<file path="src/rtl/core/cbd_pkg.sv">
// ---------------------------------------------------------------------------
// cbd_pkg
// Shared types, constants and helpers of the chunked body decoder.
// ---------------------------------------------------------------------------
package cbd_pkg;

  // width of the chunk size counters
  localparam int unsigned SIZE_W = 32;

  // framing characters
  localparam logic [7:0] CH_LF = 8'h0A;
  localparam logic [7:0] CH_CR = 8'h0D;
  localparam logic [7:0] CH_SP = 8'h20;

  // decoder phase
  typedef enum logic [2:0] {
    PH_PRE,
    PH_DIGITS,
    PH_SKIP,
    PH_DATA,
    PH_TRAIL1,
    PH_TRAIL2,
    PH_DONE
  } phase_t;

  // one input request as held in the input register
  typedef struct packed {
    logic [7:0] data;
    logic       start;
    logic       last;
  } item_t;

  // one result as produced by the decode logic
  typedef struct packed {
    logic       valid;
    logic [7:0] data;
    logic       has_byte;
    logic       done;
  } result_t;

  // true for 0-9, a-f, A-F
  function automatic logic is_hex(input logic [7:0] c);
    is_hex = ((c >= 8'h30) && (c <= 8'h39)) ||
             ((c >= 8'h61) && (c <= 8'h66)) ||
             ((c >= 8'h41) && (c <= 8'h46));
  endfunction

  // nibble value of a hex character, zero for anything else
  function automatic logic [3:0] hex_val(input logic [7:0] c);
    logic [7:0] v;
    v = 8'h00;
    if ((c >= 8'h30) && (c <= 8'h39)) begin
      v = c - 8'h30;
    end else if ((c >= 8'h61) && (c <= 8'h66)) begin
      v = c - 8'h57;
    end else if ((c >= 8'h41) && (c <= 8'h46)) begin
      v = c - 8'h37;
    end
    hex_val = v[3:0];
  endfunction

endpackage

</file>
<file path="src/rtl/core/cbd_in_stage.sv">
// ---------------------------------------------------------------------------
// cbd_in_stage
// Input register: holds one body byte request until the decoder takes it.
// ---------------------------------------------------------------------------
module cbd_in_stage
  import cbd_pkg::*;
(
  input  logic  clk,
  input  logic  rst_n,
  input  logic  in_valid,
  output logic  in_ready,
  input  item_t in_item,
  input  logic  take,
  output logic  held_valid,
  output item_t held_item
);

  logic  valid_r;
  logic  valid_nxt;
  item_t item_r;

  // accept when empty or when the held request leaves this cycle
  assign in_ready   = !valid_r || take;
  assign held_valid = valid_r;
  assign held_item  = item_r;

  // occupancy
  always_comb begin
    valid_nxt = valid_r;
    if (in_valid && in_ready) begin
      valid_nxt = 1'b1;
    end else if (take) begin
      valid_nxt = 1'b0;
    end
  end

  always_ff @(posedge clk) begin
    if (!rst_n) begin
      valid_r <= 1'b0;
    end else begin
      valid_r <= valid_nxt;
    end
  end

  // payload
  always_ff @(posedge clk) begin
    if (in_valid && in_ready) begin
      item_r <= in_item;
    end
  end

endmodule

</file>
<file path="src/rtl/core/cbd_core.sv">
// ---------------------------------------------------------------------------
// cbd_core
// Chunk framing state machine: size line parsing, payload count, trailer skip.
// ---------------------------------------------------------------------------
module cbd_core
  import cbd_pkg::*;
(
  input  logic    clk,
  input  logic    rst_n,
  input  logic    chunked_mode,
  input  logic    take,
  input  item_t   item,
  output result_t res,
  output phase_t  phase
);

  phase_t              phase_r;
  phase_t              phase_nxt;
  logic [SIZE_W-1:0]   acc_r;
  logic [SIZE_W-1:0]   acc_nxt;
  logic [SIZE_W-1:0]   rem_r;
  logic [SIZE_W-1:0]   rem_nxt;

  phase_t              ph;
  logic [SIZE_W-1:0]   acc;
  logic [SIZE_W-1:0]   rem;
  logic [SIZE_W-1:0]   rem_dec;
  logic                has;
  logic                done;
  logic                emit;

  assign phase = phase_r;

  // body start clears the decoder before the byte is looked at
  always_comb begin
    ph  = item.start ? PH_PRE : phase_r;
    acc = item.start ? '0 : acc_r;
    rem = item.start ? '0 : rem_r;
  end

  assign rem_dec = rem - {{(SIZE_W-1){1'b0}}, 1'b1};

  // next state and result
  always_comb begin
    phase_nxt = ph;
    acc_nxt   = acc;
    rem_nxt   = rem;
    has       = 1'b0;
    done      = 1'b0;
    emit      = 1'b0;
    if (!chunked_mode) begin
      // pass-through: every byte is a result; decoder held but for body start
      has  = 1'b1;
      done = item.last;
      emit = 1'b1;
    end else begin
      unique case (ph)
        PH_PRE, PH_DIGITS, PH_SKIP: begin
          if (item.data == CH_LF) begin
            if (acc == '0) begin
              phase_nxt = PH_DONE;
              done      = 1'b1;
            end else begin
              rem_nxt   = acc;
              acc_nxt   = '0;
              phase_nxt = PH_DATA;
            end
          end else if ((item.data == CH_CR) || (ph == PH_SKIP)) begin
            phase_nxt = ph;
          end else if (is_hex(item.data)) begin
            // saturate once another digit would overflow
            if (|acc[SIZE_W-1 -: 4]) begin
              acc_nxt = '1;
            end else begin
              acc_nxt = {acc[SIZE_W-5:0], hex_val(item.data)};
            end
            phase_nxt = PH_DIGITS;
          end else if ((item.data == CH_SP) && (ph == PH_PRE)) begin
            phase_nxt = ph;
          end else begin
            phase_nxt = PH_SKIP;
          end
        end
        PH_DATA: begin
          has     = 1'b1;
          rem_nxt = rem_dec;
          if (rem_dec == '0) begin
            phase_nxt = PH_TRAIL1;
          end
        end
        PH_TRAIL1: begin
          phase_nxt = PH_TRAIL2;
        end
        PH_TRAIL2: begin
          phase_nxt = PH_PRE;
          acc_nxt   = '0;
        end
        default: begin
          phase_nxt = PH_DONE;
        end
      endcase
      // done phase swallows everything, body end included
      if ((ph != PH_DONE) && item.last) begin
        phase_nxt = PH_DONE;
        done      = 1'b1;
      end
      emit = has || done;
    end
  end

  always_comb begin
    res.valid    = emit;
    res.data     = has ? item.data : 8'h00;
    res.has_byte = has;
    res.done     = done;
  end

  // state registers, updated as each request is taken
  always_ff @(posedge clk) begin
    if (!rst_n) begin
      phase_r <= PH_PRE;
      acc_r   <= '0;
      rem_r   <= '0;
    end else if (take) begin
      phase_r <= phase_nxt;
      acc_r   <= acc_nxt;
      rem_r   <= rem_nxt;
    end
  end

endmodule

</file>
<file path="src/rtl/core/cbd_out_stage.sv">
// ---------------------------------------------------------------------------
// cbd_out_stage
// Result register: holds one result until the downstream side takes it.
// ---------------------------------------------------------------------------
module cbd_out_stage
  import cbd_pkg::*;
(
  input  logic    clk,
  input  logic    rst_n,
  input  logic    take,
  input  result_t res,
  output logic    free,
  output logic    out_valid,
  input  logic    out_ready,
  output logic    [7:0] out_data,
  output logic    out_has_byte,
  output logic    out_done
);

  logic valid_r;
  logic valid_nxt;
  logic [7:0] data_r;
  logic has_r;
  logic done_r;

  // room for a new result when empty or when the held one leaves now
  assign free = !valid_r || out_ready;

  assign out_valid    = valid_r;
  assign out_data     = data_r;
  assign out_has_byte = has_r;
  assign out_done     = done_r;

  // occupancy
  always_comb begin
    if (take) begin
      valid_nxt = res.valid;
    end else begin
      valid_nxt = valid_r && !out_ready;
    end
  end

  always_ff @(posedge clk) begin
    if (!rst_n) begin
      valid_r <= 1'b0;
    end else begin
      valid_r <= valid_nxt;
    end
  end

  // payload
  always_ff @(posedge clk) begin
    if (take && res.valid) begin
      data_r <= res.data;
      has_r  <= res.has_byte;
      done_r <= res.done;
    end
  end

endmodule

</file>
<file path="src/rtl/core/chunked_body_decoder.sv">
// ---------------------------------------------------------------------------
// chunked_body_decoder
// Strips HTTP chunked transfer framing from body bytes, up to one a cycle.
// ---------------------------------------------------------------------------
// The decoder takes one body byte per clock unless the output stalls. An
// input register feeds the framing state machine, whose result lands in
// an output register. in_tready drops only while both registers are full
// and out_tready is low. Bytes that are framing (size lines, trailing
// CRLF) give no result; payload bytes, the zero-size chunk and the byte
// marked tlast outside the done phase each give one. With chunked_mode
// clear every byte passes through. Write cfg only while the block is idle.
module chunked_body_decoder
  import cbd_pkg::*;
(
  input  logic       clk,
  input  logic       rst_n,
  // configuration
  input  logic       cfg_valid,
  output logic       cfg_ready,
  input  logic       cfg_data,      // chunked_mode
  // body byte stream
  input  logic       in_tvalid,
  output logic       in_tready,
  input  logic [7:0] in_tdata,      // in_byte
  input  logic       in_tuser,      // body_start
  input  logic       in_tlast,      // body_end
  // decoded payload stream
  output logic       out_tvalid,
  input  logic       out_tready,
  output logic [7:0] out_tdata,     // out_byte
  output logic       out_tuser,     // has_byte
  output logic       out_tlast      // body_done
);

  logic    mode_r;
  item_t   in_item;
  item_t   held_item;
  logic    held_valid;
  logic    out_free;
  logic    take;
  result_t res;
  phase_t  phase;

  // configuration register
  assign cfg_ready = 1'b1;

  always_ff @(posedge clk) begin
    if (!rst_n) begin
      mode_r <= 1'b0;
    end else if (cfg_valid && cfg_ready) begin
      mode_r <= cfg_data;
    end
  end

  // move a request from the input register into the decoder
  assign take = held_valid && out_free;

  always_comb begin
    in_item.data  = in_tdata;
    in_item.start = in_tuser;
    in_item.last  = in_tlast;
  end

  cbd_in_stage u_in (
    .clk        (clk),
    .rst_n      (rst_n),
    .in_valid   (in_tvalid),
    .in_ready   (in_tready),
    .in_item    (in_item),
    .take       (take),
    .held_valid (held_valid),
    .held_item  (held_item)
  );

  cbd_core u_core (
    .clk          (clk),
    .rst_n        (rst_n),
    .chunked_mode (mode_r),
    .take         (take),
    .item         (held_item),
    .res          (res),
    .phase        (phase)
  );

  cbd_out_stage u_out (
    .clk          (clk),
    .rst_n        (rst_n),
    .take         (take),
    .res          (res),
    .free         (out_free),
    .out_valid    (out_tvalid),
    .out_ready    (out_tready),
    .out_data     (out_tdata),
    .out_has_byte (out_tuser),
    .out_done     (out_tlast)
  );

  // a result always carries a byte or ends the body
  a_result_meaningful: assert property (@(posedge clk) disable iff (!rst_n)
    out_tvalid |-> (out_tuser || out_tlast))
    else $error("result with neither byte nor done");

  // a decoded body end leaves the decoder in the done phase
  a_done_phase: assert property (@(posedge clk) disable iff (!rst_n)
    (take && mode_r && res.valid && res.done) |=> (phase == PH_DONE))
    else $error("body done without done phase");

  // pass-through turns every request into a result
  a_pass_through: assert property (@(posedge clk) disable iff (!rst_n)
    (take && !mode_r) |=> out_tvalid)
    else $error("pass-through request lost");

  // nothing leaves the done phase except a body start
  a_done_sticky: assert property (@(posedge clk) disable iff (!rst_n)
    (take && mode_r && (phase == PH_DONE) && !held_item.start) |=> (phase == PH_DONE))
    else $error("left done phase without body start");

endmodule
</file>
<file path="config.mk">
export PLATFORM = sky130hd
export DESIGN_NAME = chunked_body_decoder
export DESIGN_NICKNAME = d
export VERILOG_FILES = /design/src/rtl/core/cbd_pkg.sv /design/src/rtl/core/cbd_in_stage.sv /design/src/rtl/core/cbd_core.sv /design/src/rtl/core/cbd_out_stage.sv /design/src/rtl/core/chunked_body_decoder.sv
export SDC_FILE = /design/constraint.sdc
export NUM_CORES = 1
export LEC_CHECK = 0
export BUFFER_PORTS_ARGS = -buffer_cell sky130_fd_sc_hd__buf_2
export CAP_MARGIN = 30
export CORE_ASPECT_RATIO = 0.5
export CORE_UTILIZATION = 47
export CTS_BUF_LIST = sky130_fd_sc_hd__clkbuf_8
export CTS_CLUSTER_DIAMETER = 150
export DETAILED_ROUTE_END_ITERATION = 16
export GPL_TIMING_DRIVEN = 1
export PLACE_DENSITY = 0.65
export SLEW_MARGIN = 20
export SYNTH_ARGS = -nofsm -noshare
export SYNTH_HDL_FRONTEND = slang
export SYNTH_HIERARCHICAL = 1
export SYNTH_SLANG_ARGS = --single-unit
</file>
<file path="constraint.sdc">
create_clock -name clk -period 4.9 [get_ports clk]
set_clock_uncertainty 0.05 [all_clocks]
set_input_delay 0.49 -clock clk [delete_from_list [all_inputs] [get_ports clk]]
set_output_delay 0.49 -clock clk [all_outputs]
set_load 0.05 [all_outputs]
</file>
==> results of run 1 <==
cell families (layout without fill, tap and decap cells):
logic type                 Yosys count  count (layout)  share of synthesized area, %
AOI/OAI and AO/OA                  286             286                         29.91
xor gates and xnor gates            20              20                         2.857
buffers and inverters               83              74                         5.897
and+or+nand+nor                    264             264                         23.93
DFF                                 90              90                         32.65
other                                1               1                       0.06115
muxes                               21              21                         3.469
adders and majority gates            6               6                         1.224
per-layer routing:
layer,GRT usage (%),up-vias,part of all wire (%)
met5,0,-,0
li1,-,2860,-
met3,7.849,32,11
met4,7.500,0,1.3
met2,43.60,349,41
met1,43.66,3011,46
path summary, 6_finish.rpt:
| path | from | end | slack (ps) | cells after the start |
|---|---|---|---|---|
| hold reg to reg | u_in/held_valid | u_in/held_valid | 450 | 2 |
| setup / recovery | u_in/held_item[1] | u_core/phase[2] | 1010 | 10 |
| setup reg to reg | u_in/held_item[1] | u_core/phase[2] | 1010 | 10 |
| hold / removal | in_tdata[3] | u_in/held_item[5] | 230 | 1 |
area by class of cell:
cell class,instances,area [µm²],share of cell area [%]
repair buffers,44,266.5,4.089
multi-input cells,598,3782,58.03
clock inverters,7,77.57,1.190
inverters,14,52.55,0.8063
flip-flops and latches,90,2002,30.72
well taps,170,212.7,3.264
clock buffers,9,123.9,1.901
synthesized netlist by cell type, drive strengths merged (8+ instances only):
master and number:
nor2 44, a21boi 19, o21a 9, and2 16, mux2i 19, o22ai 9
buf 18, a22oi 14, edfxtp 20, nor4 23, nor3 27, nand2 66
a21oi 47, inv 14, dfxtp 70, nand3 18, nand2b 8, clkbuf 51
xnor2 11, nor2b 10, or4 9, o21ai 105, xor2 9, a22o 15
registers in the layout (all words and copies together) (netlist names):
| register | count |
|---|---|
| u_core/phase | 3 |
| u_core/rem_r | 32 |
| u_core/acc_r | 32 |
| u_out/out_valid | 1 |
| u_in/held_item | 10 |
| u_out/out_has_byte | 1 |
| u_out/out_data | 8 |
| mode_r | 1 |
| u_in/held_valid | 1 |
| u_out/out_done | 1 |
cells in the final DEF, fill, tap and decap left out, types with 16 or more instances in the layout:
master,synthesis,final
sky130_fd_sc_hd__a21boi_0,18,18
sky130_fd_sc_hd__a21oi_1,47,47
sky130_fd_sc_hd__buf_2,6,27
sky130_fd_sc_hd__buf_4,5,16
sky130_fd_sc_hd__dfxtp_1,70,70
sky130_fd_sc_hd__edfxtp_1,20,20
sky130_fd_sc_hd__mux2i_1,19,19
sky130_fd_sc_hd__nand2_1,65,65
sky130_fd_sc_hd__nand3_1,18,18
sky130_fd_sc_hd__nor2_1,43,43
sky130_fd_sc_hd__nor3_1,27,27
sky130_fd_sc_hd__nor4_1,20,19
sky130_fd_sc_hd__o21ai_0,103,103
through the flow:
stage	util [%]	hold WS, ps	std cells	total power [W]	area (µm²)
floorplan	-	391.0	771	0.0009430	6132
global placement	49.54	439.5	914	0.0009978	6291
detailed placement	49.68	442.1	916	0.001001	6310
CTS	51.27	215.3	932	0.001541	6511
global route	51.32	208.7	932	0.001582	6518
finish	51.32	228.0	932	0.001532	6518
power groups by stage:
stage / Sequential, W / Combinational, W / Clock, W
2_1_floorplan: 0.000820 / 0.000123 / 0
3_3_place_gp: 0.000808 / 0.000190 / 0
3_5_place_dp: 0.000808 / 0.000192 / 0
4_1_cts: 0.000791 / 0.000193 / 0.000557
5_1_grt: 0.000794 / 0.000210 / 0.000578
6_report: 0.000792 / 0.000197 / 0.000544
worst max-delay path, cell delays in order (launching register included):
cell,delay (ps)
sky130_fd_sc_hd__edfxtp_1,350
sky130_fd_sc_hd__inv_1,220
sky130_fd_sc_hd__nand2_1,200
sky130_fd_sc_hd__ha_1,470
sky130_fd_sc_hd__or4b_2,710
sky130_fd_sc_hd__nor4_1,350
sky130_fd_sc_hd__xnor2_1,160
sky130_fd_sc_hd__nand2_1,80
sky130_fd_sc_hd__or4_1,540
sky130_fd_sc_hd__nor4_2,480
sky130_fd_sc_hd__a31o_2,220
==> impl_metrics.prom, run 1 <==
# TYPE chip_impl_metric gauge
chip_impl_metric{name="cp.required",unit="ps"} 5170
chip_impl_metric{name="hold_viol_final",unit=""} 0
chip_impl_metric{name="antenna_cells_inserted",unit=""} 0
chip_impl_metric{name="max_slew_margin",unit="%"} 43.10
chip_impl_metric{name="critPathMaxFanout",unit=""} 15
chip_impl_metric{name="yosys_warnings",unit=""} 6
chip_impl_metric{name="layout-drive-gt1-share",unit="%"} 11.02
chip_impl_info{name="synth_largest_area_cell",value="sky130_fd_sc_hd__dfxtp_1"} 1
chip_impl_metric{name="clk_transition_reported_paths",unit="ps"} 110
chip_impl_info{name="critical_path_class",value="reg -> reg"} 1
chip_impl_info{name="rsz0062_at_grt",value="no"} 1
chip_impl_metric{name="cts.repair_timing.setup_buffer_count",unit=""} 0
chip_impl_metric{name="worst_path_setup_slack_after_routing",unit="ps"} 1006
chip_impl_metric{name="netlist_area",unit="µm²"} 6132
chip_impl_metric{name="drt_iter0_markers",unit=""} 817
chip_impl_metric{name="worst-endpoint-arrival",unit="ps"} 4160
chip_impl_metric{name="dieArea",unit="µm²"} 13540
chip_impl_metric{name="fin_nets",unit=""} 779
chip_impl_metric{name="tightest_slew",unit="ps"} 847.0
chip_impl_metric{name="maximum_number_of_pins_on_one_net_before_global_route_repair",unit=""} 75
chip_impl_metric{name="cellLeakagePower",unit="nW"} 2.448
chip_impl_metric{name="grt_antenna_before_repair",unit=""} 0
chip_impl_metric{name="cts-htree-levels",unit=""} 3
chip_impl_metric{name="drc",unit=""} 0
chip_impl_metric{name="grt-ovfl-total",unit=""} 0
chip_impl_metric{name="clock_network_fraction_of_total_power",unit="%"} 35.5
chip_impl_metric{name="timing.fmax",unit="MHz"} 256.8
chip_impl_metric{name="power_density",unit="nW/µm²"} 235.1
chip_impl_metric{name="fin_tns_setup",unit="ps"} 0
chip_impl_metric{name="grt.total_usage",unit="%"} 30.03
chip_impl_metric{name="clock-sinks",unit=""} 90
chip_impl_metric{name="cts_buffers",unit=""} 9
chip_impl_metric{name="synth_async_sr_flop_share",unit="%"} 0
chip_impl_metric{name="dieHeight",unit="µm"} 82.77
chip_impl_metric{name="placementRows",unit=""} 29
chip_impl_metric{name="switching_power",unit="W"} 0.0004595
chip_impl_metric{name="wl_per_cell",unit="µm"} 21.67
chip_impl_metric{name="combinationalPowerShare",unit="%"} 12.9
chip_impl_metric{name="post_cts_resize_count",unit=""} 0
chip_impl_metric{name="yosysTopAreaCellShare",unit="%"} 22.85
chip_impl_metric{name="route.final.wire_length",unit="µm"} 20190
chip_impl_info{name="cts_tree",value="done"} 1
chip_impl_metric{name="synth-edff-count",unit=""} 20
chip_impl_metric{name="gpl.final_weighted_congestion",unit=""} 0.9663
chip_impl_metric{name="synth_area_per_inst",unit="µm²"} 7.953
chip_impl_info{name="critPathCaptureType",value="register"} 1
chip_impl_metric{name="hpwlAfterDp",unit="µm"} 13890
chip_impl_metric{name="synth-seq-cells",unit=""} 90
chip_impl_metric{name="floorplan.initialDensity",unit="%"} 48.29
chip_impl_metric{name="drt-vias-per-instance",unit=""} 6.708
chip_impl_metric{name="power_report.internal_total",unit="W"} 0.001073
chip_impl_metric{name="final-setup-viol-count",unit=""} 0
chip_impl_metric{name="post-route-min-period",unit="ps"} 3894
chip_impl_metric{name="residual_antenna_violating_net_count_after_detailed_routing",unit=""} 0
chip_impl_metric{name="clk-insertion-delay-late",unit="ps"} 380
chip_impl_info{name="outcome",value="finished clean"} 1
chip_impl_metric{name="proportion_of_synthesized_chip_area_in_sequential_cells",unit="%"} 32.65
chip_impl_metric{name="irDropWorstVdd",unit="mV"} 0.1532
chip_impl_metric{name="switching_share",unit="%"} 29.99
chip_impl_metric{name="vias",unit=""} 6252
chip_impl_info{name="synthFlopType",value="sky130_fd_sc_hd__dfxtp_1"} 1
chip_impl_metric{name="synthesis.instances",unit=""} 771
chip_impl_metric{name="synth.net_count",unit=""} 793
chip_impl_metric{name="report.final.slew_viol_count",unit=""} 0
chip_impl_metric{name="grt_first_pass_wirelength",unit="µm"} 30950
chip_impl_metric{name="coreArea",unit="µm²"} 12700
chip_impl_metric{name="final_min_period_over_clock_period",unit="%"} 79.46
chip_impl_metric{name="final.fill_count",unit=""} 1240
chip_impl_metric{name="num_io_pins",unit=""} 29
chip_impl_info{name="hold_class",value="in -> reg"} 1
chip_impl_info{name="synth.top_cells.by_area",value="sky130_fd_sc_hd__dfxtp_1, sky130_fd_sc_hd__edfxtp_1, sky130_fd_sc_hd__o21ai_0, sky130_fd_sc_hd__nand2_1, sky130_fd_sc_hd__a21oi_1"} 1
chip_impl_metric{name="cts_max_path_buffers",unit=""} 2
chip_impl_metric{name="drt_first_pass_iters",unit=""} 8
chip_impl_info{name="clock-root-buffer",value="sky130_fd_sc_hd__clkbuf_8"} 1
chip_impl_metric{name="holdBufCountCts",unit=""} 0
chip_impl_metric{name="number_of_global_route_vias_before_repair",unit=""} 5426
chip_impl_metric{name="die_width",unit="µm"} 163.5
chip_impl_metric{name="portBuffers",unit=""} 27
chip_impl_metric{name="part_of_the_total_power_dissipated_in_sequential_elements",unit="%"} 51.7
chip_impl_metric{name="dp_slack",unit="ps"} 1100
chip_impl_metric{name="synthToLayoutAreaGrowth",unit="%"} 6.284
chip_impl_metric{name="max_cap_viol_count",unit=""} 0
chip_impl_metric{name="synth_cell_type_count",unit=""} 84
chip_impl_info{name="crit_path_start_kind",value="register"} 1
Note: power is estimated with default switching activity, not from simulation.
==> inputs of run 2 (changes only) <==
Settings changed: ABC_AREA set to 1, PLACE_DENSITY 0.65 to 0.67.
Clock period 4.9 ns to 3.4 ns, I/O delays scaled along.
==> run 2 against run 1 <==
Compared with the run above:
- sequential power rose by 55%
- fmax rose by 19%
- cell area rose by 15%
- flip-flop and latch count did not move
- critical endpoint is now u_core/phase[1]
- worst hold slack got worse by 160 ps
- worst setup slack got worse by 870 ps
- count of clock-buffer cells in the layout did not move
- routed wire length rose by 19%
==> impl_metrics.prom, run 2 <==
# TYPE chip_impl_metric gauge
chip_impl_info{name="outcome",value="finished clean"} 1
chip_impl_metric{name="synth_cell_type_count",unit=""} 44
chip_impl_metric{name="final_min_period_over_clock_period",unit="%"} 96.09
chip_impl_info{name="most_common_cell_after_layout_fill_and_taps_aside",value="sky130_fd_sc_hd__nand2_1"} 1
chip_impl_metric{name="grt_antenna_before_repair",unit=""} 0
chip_impl_metric{name="synthesis.instances",unit=""} 1163
chip_impl_metric{name="portBuffers",unit=""} 27
chip_impl_info{name="synthFlopType",value="sky130_fd_sc_hd__dfxtp_1"} 1
chip_impl_metric{name="vias",unit=""} 7957
chip_impl_metric{name="clk_transition_reported_paths",unit="ps"} 110
chip_impl_metric{name="report.final.slew_viol_count",unit=""} 0
chip_impl_info{name="critical_path.most_common_cell",value="sky130_fd_sc_hd__nand2_1"} 1
chip_impl_info{name="synth.top_cells.by_area",value="sky130_fd_sc_hd__dfxtp_1, sky130_fd_sc_hd__nand2_1, sky130_fd_sc_hd__edfxtp_1, sky130_fd_sc_hd__o21ai_0, sky130_fd_sc_hd__a21oi_1"} 1
chip_impl_metric{name="coreArea",unit="µm²"} 14580
chip_impl_metric{name="proportion_of_synthesized_chip_area_in_sequential_cells",unit="%"} 28.22
chip_impl_metric{name="gpl.final_weighted_congestion",unit=""} 0.9572
chip_impl_metric{name="final-setup-viol-count",unit=""} 0
chip_impl_metric{name="yosys_warnings",unit=""} 6
chip_impl_metric{name="cts_max_path_buffers",unit=""} 2
chip_impl_info{name="synth_largest_area_cell",value="sky130_fd_sc_hd__dfxtp_1"} 1
chip_impl_metric{name="cts_buffers",unit=""} 9
chip_impl_metric{name="wl_per_cell",unit="µm"} 17.75
chip_impl_metric{name="dieArea",unit="µm²"} 15620
chip_impl_metric{name="floorplan.initialDensity",unit="%"} 48.64
chip_impl_metric{name="clk-insertion-delay-late",unit="ps"} 390
chip_impl_info{name="timing.critical_path.cells",value="buf_4 -> nor2_1 -> inv_1 -> ha_1 -> inv_1 -> nor2_2 -> nand2_2 -> nor2_2 -> nand3_1 -> nand2_1 -> nand2_1 -> nor2_1 -> nand2_1 -> nor2_1 -> nand3_1 -> nand2_1 -> nand2_1 -> nand2_1 -> a21oi_1"} 1
chip_impl_metric{name="grt.total_usage",unit="%"} 31.28
chip_impl_info{name="critPathCaptureType",value="register"} 1
chip_impl_metric{name="synth-seq-cells",unit=""} 90
chip_impl_info{name="cts_tree",value="done"} 1
chip_impl_metric{name="synthToLayoutAreaGrowth",unit="%"} 5.856
chip_impl_metric{name="power",unit="W"} 0.003002
chip_impl_metric{name="drt_first_pass_iters",unit=""} 6
chip_impl_info{name="netlist_top_cells_count",value="sky130_fd_sc_hd__nand2_1, sky130_fd_sc_hd__inv_1, sky130_fd_sc_hd__nor2_1, sky130_fd_sc_hd__o21ai_0, sky130_fd_sc_hd__a21oi_1"} 1
chip_impl_metric{name="cellLeakagePower",unit="nW"} 3.720
chip_impl_metric{name="drc",unit=""} 0
chip_impl_info{name="rsz0062_at_grt",value="no"} 1
chip_impl_metric{name="post-route-min-period",unit="ps"} 3267
chip_impl_metric{name="final.fill_count",unit=""} 1535
chip_impl_metric{name="critPathMaxFanout",unit=""} 15
chip_impl_metric{name="yosysTopAreaCellShare",unit="%"} 19.76
chip_impl_metric{name="fin_tns_setup",unit="ps"} 0
chip_impl_metric{name="synth_async_sr_flop_share",unit="%"} 0
chip_impl_metric{name="residual_antenna_violating_net_count_after_detailed_routing",unit=""} 0
chip_impl_metric{name="tightest_slew",unit="ps"} 722.8
chip_impl_info{name="hold_class",value="in -> reg"} 1
chip_impl_metric{name="post_cts_resize_count",unit=""} 0
chip_impl_metric{name="postPlaceCellArea",unit="µm²"} 7308
chip_impl_metric{name="worst_path_setup_slack_after_routing",unit="ps"} 132.9
chip_impl_metric{name="layout-drive-gt1-share",unit="%"} 10.28
chip_impl_info{name="synthMostInstantiatedCell",value="sky130_fd_sc_hd__nand2_1"} 1
chip_impl_metric{name="fin_nets",unit=""} 1175
chip_impl_metric{name="max_slew_margin",unit="%"} 51.76
chip_impl_metric{name="route.final.wire_length",unit="µm"} 24070
chip_impl_metric{name="drt_iter0_markers",unit=""} 1176
chip_impl_metric{name="cts-htree-levels",unit=""} 3
chip_impl_metric{name="cp.required",unit="ps"} 3600
chip_impl_metric{name="max_cap_viol_count",unit=""} 0
chip_impl_metric{name="clock-sinks",unit=""} 90
chip_impl_metric{name="dieHeight",unit="µm"} 88.87
chip_impl_metric{name="grt-ovfl-total",unit=""} 0
chip_impl_metric{name="final_area",unit="µm²"} 7508
chip_impl_metric{name="number_of_global_route_vias_before_repair",unit=""} 6871
chip_impl_metric{name="power_density",unit="nW/µm²"} 399.8
chip_impl_metric{name="synth.net_count",unit=""} 1185
chip_impl_info{name="critical-path-slowest-cell",value="sky130_fd_sc_hd__edfxtp_1"} 1
chip_impl_metric{name="hold_viol_final",unit=""} 0
chip_impl_metric{name="timing.critical_path.slowest_cell_delay",unit="ps"} 420
chip_impl_metric{name="holdBufCountCts",unit=""} 0
chip_impl_metric{name="placementRows",unit=""} 31
chip_impl_metric{name="dp_slack",unit="ps"} 189.4
chip_impl_info{name="clock-root-buffer",value="sky130_fd_sc_hd__clkbuf_8"} 1
chip_impl_metric{name="num_io_pins",unit=""} 29
chip_impl_metric{name="worst-endpoint-arrival",unit="ps"} 3470
chip_impl_metric{name="synth_area_per_inst",unit="µm²"} 6.099
chip_impl_metric{name="irDropWorstVdd",unit="mV"} 0.2946
chip_impl_metric{name="cts.repair_timing.setup_buffer_count",unit=""} 0
chip_impl_metric{name="antenna_cells_inserted",unit=""} 0
chip_impl_metric{name="hpwlAfterDp",unit="µm"} 16710
chip_impl_metric{name="drt-vias-per-instance",unit=""} 5.868
chip_impl_metric{name="timing.fmax",unit="MHz"} 306.1
chip_impl_metric{name="netlist_area",unit="µm²"} 7093
chip_impl_info{name="crit_path_start_kind",value="register"} 1
chip_impl_metric{name="synth-edff-count",unit=""} 20
chip_impl_metric{name="grt_first_pass_wirelength",unit="µm"} 37630
chip_impl_metric{name="die_width",unit="µm"} 175.7
chip_impl_metric{name="maximum_number_of_pins_on_one_net_before_global_route_repair",unit=""} 57
chip_impl_info{name="most-common-layout-cells",value="sky130_fd_sc_hd__nand2_1, sky130_fd_sc_hd__inv_1, sky130_fd_sc_hd__o21ai_0"} 1
chip_impl_info{name="critical_path_class",value="reg -> reg"} 1
-- run 2: per-stage QoR --
stage,hold WS [ps],std cells,util [%]
final,70.12,1356,51.48
after global routing,54.23,1356,51.48
after CTS,57.74,1356,51.48
after detailed placement,409.7,1340,50.11
after global placement,404.9,1340,50.11
after floorplan,388.9,1163,-
-- run 2: report_power, final --
group          switching (W)  leakage [nW]  total (W)  internal (W)
Clock               0.000462         0.102   0.000811      0.000349
Combinational       0.000682          2.85   0.000965      0.000283
Sequential         0.0000537         0.766    0.00123       0.00117
-- run 2: logic make-up (layout without fill, tap and decap cells) --
| kind of cell | Yosys count | after routing | synth area share, % |
|---|---|---|---|
| buffers and inverters | 183 | 178 | 11.24 |
| flip-flops | 90 | 90 | 28.22 |
| adder cells (fa/ha/maj) | 6 | 6 | 1.058 |
| other | 1 | 1 | 0.05287 |
| AO/OA/AOI/OAI | 290 | 290 | 22.86 |
| AND/OR/NAND/NOR | 586 | 586 | 35.70 |
| XOR/XNOR | 7 | 7 | 0.8644 |
-- run 2: final timing paths --
check | startpoint | slack [ps] | depth (start not counted) | endpoint
worst max register to register | u_in/held_item[1] | 130 | 19 | u_core/phase[1]
worst min-delay path | in_tdata[4] | 70 | 1 | u_in/held_item[6]
worst max-delay path | u_in/held_item[1] | 130 | 19 | u_core/phase[1]
worst min register to register | u_core/acc_r[0] | 420 | 2 | u_core/acc_r[0]
-- run 2: cell type report --
class	instances	area (µm²)	area share, %
Tap cell	198	247.7	3.299
Inverter	111	419.2	5.582
Clock buffer	9	123.9	1.650
Multi-Input combinational cell	890	4299	57.26
Clock inverter	7	76.32	1.016
Timing Repair Buffer	51	340.3	4.533
Sequential cell	90	2002	26.66
-- run 2: worst max-delay path: cells and delay by family, from the launching register on --
kind,cells,cell delay [ps]
buffers and inverters,3,550
flip-flops,1,420
AND/OR/NAND/NOR,14,1840
adder cells (fa/ha/maj),1,250
AO/OA/AOI/OAI,1,50
-- run 2: layer usage --
metal,GRT usage (%),vias up,part of all wire [%]
met3,7.560,28,12
li1,-,3848,-
met5,0,-,0
met1,46.29,3613,46
met2,45.24,468,40
met4,7.036,0,1.3
